===== config.mk =====
export PLATFORM = sky130hd
export DESIGN_NAME = hms_ctrl
export DESIGN_NICKNAME = d
export VERILOG_FILES = /design/src/rtl/core/hms_pkg.sv /design/src/rtl/core/hms_ctrl.sv
export SDC_FILE = /design/constraint.sdc
export NUM_CORES = 1
export LEC_CHECK = 0
export ABC_AREA = 1
export BUFFER_PORTS_ARGS = -buffer_cell sky130_fd_sc_hd__buf_4
export CAP_MARGIN = 25
export CORE_AREA = 2 2 39 41
export DETAILED_ROUTE_END_ITERATION = 12
export DIE_AREA = 0 0 41 43
export PLACE_DENSITY = 0.69
export SYNTH_ARGS = -nofsm -noshare
export SYNTH_HDL_FRONTEND = slang
export SYNTH_SLANG_ARGS = --single-unit

===== constraint.sdc =====
create_clock -name clk -period 1.2 [get_ports clk]
set_input_delay 0.18 -clock clk [delete_from_list [all_inputs] [get_ports clk]]
set_output_delay 0.18 -clock clk [all_outputs]
set_load 0.02 [all_outputs]

===== src/rtl/core/hms_pkg.sv =====
`timescale 1ns / 1ps
// ----------------------------------------------------------------------------
// hms_pkg
// Shared types and constants for the hue mean-shift mask block.
// ----------------------------------------------------------------------------
package hms_pkg;

    localparam int HMS_HUE_BINS   = 180;
    localparam int HMS_COUNT_BITS = 21;
    localparam int MIN_COUNT_W    = 21;

    // item kinds
    localparam logic [1:0] KIND_COUNT    = 2'd0;
    localparam logic [1:0] KIND_BUILD    = 2'd1;
    localparam logic [1:0] KIND_CLASSIFY = 2'd2;
    localparam logic [1:0] KIND_CLEAR    = 2'd3;

    // register indexes
    localparam logic [2:0] REG_TARGET_HUE    = 3'd0;
    localparam logic [2:0] REG_WINDOW_RADIUS = 3'd1;
    localparam logic [2:0] REG_ITER_LIMIT    = 3'd2;
    localparam logic [2:0] REG_MIN_BIN_COUNT = 3'd3;
    localparam logic [2:0] REG_SAT_FLOOR     = 3'd4;
    localparam logic [2:0] REG_BRI_FLOOR     = 3'd5;
    localparam logic [2:0] REG_BRI_CEILING   = 3'd6;
    localparam logic [2:0] REG_SEL_DISTANCE  = 3'd7;

    typedef struct packed {
        logic [7:0]             target_hue;
        logic [7:0]             window_radius;
        logic [7:0]             iteration_limit;
        logic [MIN_COUNT_W-1:0] min_bin_count;
        logic [7:0]             saturation_floor;
        logic [7:0]             brightness_floor;
        logic [7:0]             brightness_ceiling;
        logic [7:0]             selection_distance;
    } cfg_t;

    typedef struct packed {
        logic cap_item;
        logic cnt_rd;
        logic cnt_wr;
        logic cls_rd;
        logic cls_out;
        logic hist_clr;
        logic idx_clr;
        logic idx_inc;
        logic pr_rd;
        logic pr_chk;
        logic ms_init;
        logic scan_init;
        logic scan;
        logic div_start;
        logic div_step;
        logic ms_update;
        logic sel_wr;
    } cmd_t;

    typedef struct packed {
        logic [1:0] kind;
        logic       pix_ok;
        logic       idx_last;
        logic       nz_idx;
        logic       it_done;
        logic       scan_last;
        logic       n_zero;
        logic       div_last;
        logic       converged;
        logic       out_free;
    } status_t;

endpackage


===== src/rtl/core/hms_ctrl.sv =====
`timescale 1ns / 1ps
// ----------------------------------------------------------------------------
// hms_ctrl
// Sequencer: dispatches items and steps the build (prune, mean shift, select).
// ----------------------------------------------------------------------------
module hms_ctrl
    import hms_pkg::*;
(
    input  logic    clk,
    input  logic    rst_n,
    input  logic    in_valid,
    output logic    in_stall,
    input  status_t st,
    output cmd_t    cmd
);

    typedef enum logic [3:0] {
        S_IDLE,
        S_DISPATCH,
        S_CNT_WR,
        S_CLS_OUT,
        S_PR_RD,
        S_PR_CHK,
        S_MS_START,
        S_MS_TEST,
        S_SCAN,
        S_CHK,
        S_DIV,
        S_UPD,
        S_SEL
    } state_t;

    state_t state_reg, state_next;

    assign in_stall = (state_reg != S_IDLE);

    always_comb
    begin
        cmd        = '0;
        state_next = state_reg;
        case (state_reg)
            S_IDLE:
            begin
                if (in_valid)
                begin
                    cmd.cap_item = 1'b1;
                    state_next   = S_DISPATCH;
                end
            end
            S_DISPATCH:
            begin
                case (st.kind)
                    KIND_COUNT:
                    begin
                        if (st.pix_ok)
                        begin
                            cmd.cnt_rd = 1'b1;
                            state_next = S_CNT_WR;
                        end
                        else
                        begin
                            state_next = S_IDLE;
                        end
                    end
                    KIND_BUILD:
                    begin
                        cmd.idx_clr = 1'b1;
                        state_next  = S_PR_RD;
                    end
                    KIND_CLASSIFY:
                    begin
                        cmd.cls_rd = 1'b1;
                        state_next = S_CLS_OUT;
                    end
                    default:
                    begin
                        cmd.hist_clr = 1'b1;
                        state_next   = S_IDLE;
                    end
                endcase
            end
            S_CNT_WR:
            begin
                cmd.cnt_wr = 1'b1;
                state_next = S_IDLE;
            end
            S_CLS_OUT:
            begin
                if (st.out_free)
                begin
                    cmd.cls_out = 1'b1;
                    state_next  = S_IDLE;
                end
            end
            S_PR_RD:
            begin
                cmd.pr_rd  = 1'b1;
                state_next = S_PR_CHK;
            end
            S_PR_CHK:
            begin
                cmd.pr_chk = 1'b1;
                if (st.idx_last)
                begin
                    cmd.idx_clr = 1'b1;
                    state_next  = S_MS_START;
                end
                else
                begin
                    cmd.idx_inc = 1'b1;
                    state_next  = S_PR_RD;
                end
            end
            S_MS_START:
            begin
                if (st.nz_idx)
                begin
                    cmd.ms_init = 1'b1;
                    state_next  = S_MS_TEST;
                end
                else
                begin
                    state_next = S_SEL;
                end
            end
            S_MS_TEST:
            begin
                if (st.it_done)
                begin
                    state_next = S_SEL;
                end
                else
                begin
                    cmd.scan_init = 1'b1;
                    state_next    = S_SCAN;
                end
            end
            S_SCAN:
            begin
                cmd.scan = 1'b1;
                if (st.scan_last)
                begin
                    state_next = S_CHK;
                end
            end
            S_CHK:
            begin
                if (st.n_zero)
                begin
                    state_next = S_SEL;
                end
                else
                begin
                    cmd.div_start = 1'b1;
                    state_next    = S_DIV;
                end
            end
            S_DIV:
            begin
                cmd.div_step = 1'b1;
                if (st.div_last)
                begin
                    state_next = S_UPD;
                end
            end
            S_UPD:
            begin
                if (st.converged)
                begin
                    state_next = S_SEL;
                end
                else
                begin
                    cmd.ms_update = 1'b1;
                    state_next    = S_MS_TEST;
                end
            end
            S_SEL:
            begin
                cmd.sel_wr = 1'b1;
                if (st.idx_last)
                begin
                    state_next = S_IDLE;
                end
                else
                begin
                    cmd.idx_inc = 1'b1;
                    state_next  = S_MS_START;
                end
            end
            default:
            begin
                state_next = S_IDLE;
            end
        endcase
    end

    always_ff @(posedge clk or negedge rst_n)
    begin
        if (!rst_n)
        begin
            state_reg <= S_IDLE;
        end
        else
        begin
            state_reg <= state_next;
        end
    end

endmodule


==> summary.txt <==
Status
  • Status: finished with violations
  • Failing checks: negative setup slack

Floorplan
  • # IOs: 32
  • Die H: between 40 and 50 µm
  • Die area: about 1800 µm²
  • Num rows: 14
  • Core area: ~1400 µm²
  • Die Width: between 40 and 50 µm
  • Initial core utilization: about a third

Power and ir drop
  • Maximum vdd drop: 1.35 mV
  • P_sw: between 0.001 and 0.0015 W
  • Power share of the combinational group: roughly four fifths
  • Pint: around 0.0013 W
  • Net Sw Frac: 51.7%
  • Seq pwr share: 13.5%
  • Leak: 0.604 nW
  • Power, Total: around 0.0028 W
  • Power Density: 2410 nW/µm²
  • Clock network fraction of design power: 7.1%

Cells and area
  • Final nets: between 150 and 200
  • ANT cells: 0
  • Area delta synth->final: 138%
  • Layout cells sized above 1: approximately two thirds
  • Largest register FFs: 4

Synth
  • Synth cell count leaders: 22 x nand2_1, 15 x nor2_1, 14 x inv_1, 6 x nor2_2, 6 x o21ai_0
  • Netlist cell types: 17
  • Top-count cell post-synth: nand2_1
  • Synth area leader: dfrtp_1
  • Post-Synthesis Cell Area: ~490 µm²
  • Post-synthesis sequential area ratio: roughly a fifth
  • Async SR Flop Fraction: 100%
  • Synth Flop Type: dfrtp_1
  • Mapped Cells: between 80 and 90
  • Syn avg cell area: about 5.5 µm²
  • Share of the synthesized area in the top cell type: 20.6%
  • Syn_nets: 103
  • Synth top area cells: dfrtp_1 21%, nand2_1 17%, nor2_1 12%
  • Yosys warnings: 0
  • #FFs+latches synth: 4
  • Number of flops mapped to enable cells by yosys: 0

Setup path
  • Reg2Reg Depth: 7
  • Flop-to-flop setup slack: -0.19 ns
  • Worst-path maximum fanout: 6
  • Arrival @ worst endpoint: between 1 and 1.5 ns
  • FF-to-FF End: state_reg[2]
  • Worst EP required: between 1 and 1.5 ns
  • Critical path type: reg -> out
  • Startpoint type of the worst setup path: flip-flop
  • Reg-to-Reg Start: state_reg[3]
  • Crit path capture type: output port

Route
  • Wire per inst: 13.8 µm
  • Vias: between 800 and 900
  • Post-route antenna net violation count: 0
  • Vias per inst: approximately 5.1
  • Drt drc: 0
  • Routed wire length: about 2200 µm
  • Detailed Routing Iterations Pass 1: 4
  • DR iter-0 viols: 19

Hold path
  • Hold Path Class: in -> reg
  • Worst Hold Launch: st[6]
  • WHS Endpoint: state_reg[3]
  • Hold Path Depth: 2

Timing
  • RSZ-0062 raised after global routing: yes
  • Setup violations, final: 21
  • Clock period minus final worst setup slack: 1.58 ns
  • Max Clock Skew: roughly 0.011 ns
  • Slew Limit Fails: 0
  • Final period utilization: 131%
  • Fmax: roughly 0.63 GHz
  • Max-slew headroom: approximately 83%
  • Final Hold Viols: 0
  • Final setup margin: -0.377 ns
  • Worst-margin pin slew: approximately 0.25 ns

GRT
  • Largest net degree at the start of global routing: 8
  • All-Layer GR Usage: roughly a quarter
  • Vias in the first global route: 800
  • Initial antenna violation count: 0
  • First-pass GRT wire length: approximately 3200 µm
  • Grt total ovfl: 0

Clock tree
  • Reg clk slew, reported paths: 0.05 ns
  • TritonCTS buffer count: 3
  • Htree depth: 1
  • CTS tree: built
  • Root buffer cell: clkbuf_4
  • CTS max path bufs: 2
  • Worst skew pair latency: about 0.25 ns
  • Num Clock Sinks: 4

Place
  • Placement Setup Slack: -0.119 ns
  • Port bufs: 31
  • Gpl congestion: roughly 0.9
  • Hpwl dp: between 1000 and 1500 µm

Flow run
  • Max Cap Viol: 0
==> power groups by stage <==
stage          clock network [W]  logic, W  registers [W]
2_1_floorplan                  0  0.000807       0.000319
3_3_place_gp                   0   0.00122       0.000343
6_report                0.000198   0.00221       0.000376
5_1_grt                 0.000213   0.00234       0.000377
3_5_place_dp                   0   0.00123       0.000351
4_1_cts                 0.000199   0.00181       0.000350
==> final cells by class <==
type / instances / area (µm²)
multi-input cells: 67 / 472
repair buffers: 52 / 460
fillers: 99 / 230
flip-flops and latches: 4 / 105
inverters: 18 / 70.1
clock buffers: 4 / 26.3
well taps: 16 / 20.0
==> cells by family after synthesis <==
| family | after synthesis | synth area share, % |
|---|---|---|
| AND/OR/NAND/NOR | 59 | 56.4 |
| flip-flops | 4 | 20.6 |
| buffers and inverters | 18 | 13.9 |
| AO/OA/AOI/OAI | 8 | 9.02 |
==> placed cells by master, fill, tap and decap left out, types with 3 or more instances in the layout <==
master	netlist	layout
nor2_1	15	7
nand2_4	0	4
buf_4	0	33
nand2_1	22	15
nand3_1	5	4
nor2_2	6	5
buf_6	0	18
dfrtp_2	0	4
nand2_2	2	5
clkbuf_4	0	3
inv_1	14	11
nor2_4	1	10
o21ai_0	6	5
inv_2	3	5
==> per-layer routing <==
| metal | up-vias | global-route usage (%) | share of wire (%) |
|---|---|---|---|
| li1 | 392 | - | - |
| met2 | 39 | 43.1 | 52 |
| met1 | 383 | 30.6 | 38 |
| met4 | 0 | 14.7 | 2.4 |
| met3 | 6 | 5.24 | 7.0 |
| met5 | - | 0 | 0 |
==> worst max path at each step <==
stage	start	slack, ns	to	cells past startpoint
CTS	state_reg[3]	-0.31	cmd[9]	6
global placement	state_reg[2]	-0.11	state_reg[0]	6
finish	state_reg[0]	-0.38	cmd[5]	6
detailed placement	state_reg[2]	-0.12	state_reg[0]	6
global route	state_reg[1]	-0.42	cmd[5]	5
floorplan	state_reg[1]	-0.18	cmd[9]	5
==> timing repair <==
action                     4_1_cts  5_1_grt
buffers inserted                11        6
gates resized for setup         31       20
hold buffers                     1        0
pin swaps                        8       10
setup endpoints to repair       20       22
hold endpoints to repair         4        0
==> worst max-delay path, stage by stage (launching register included) <==
cell and delay [ns]:
dfrtp_2 0.42, buf_6 0.13, nand2_2 0.12, inv_2 0.11
nand2_2 0.06, nor2_1 0.15, buf_4 0.17
==> through the flow <==
stage	area (µm²)	cells	utilization [%]	TNS [ns]	hold slack, ns
floorplan	534	89	-	-0.427	-0.116
global placement	810	139	58.5	-0.647	-0.0201
detailed placement	810	139	58.5	-0.772	-0.0211
CTS	1050	155	75.9	-4.67	0.209
global route	1150	161	83.4	-6.47	0.171
finish	1150	161	83.4	-5.47	0.177
Power figures use the tool's default switching activity.
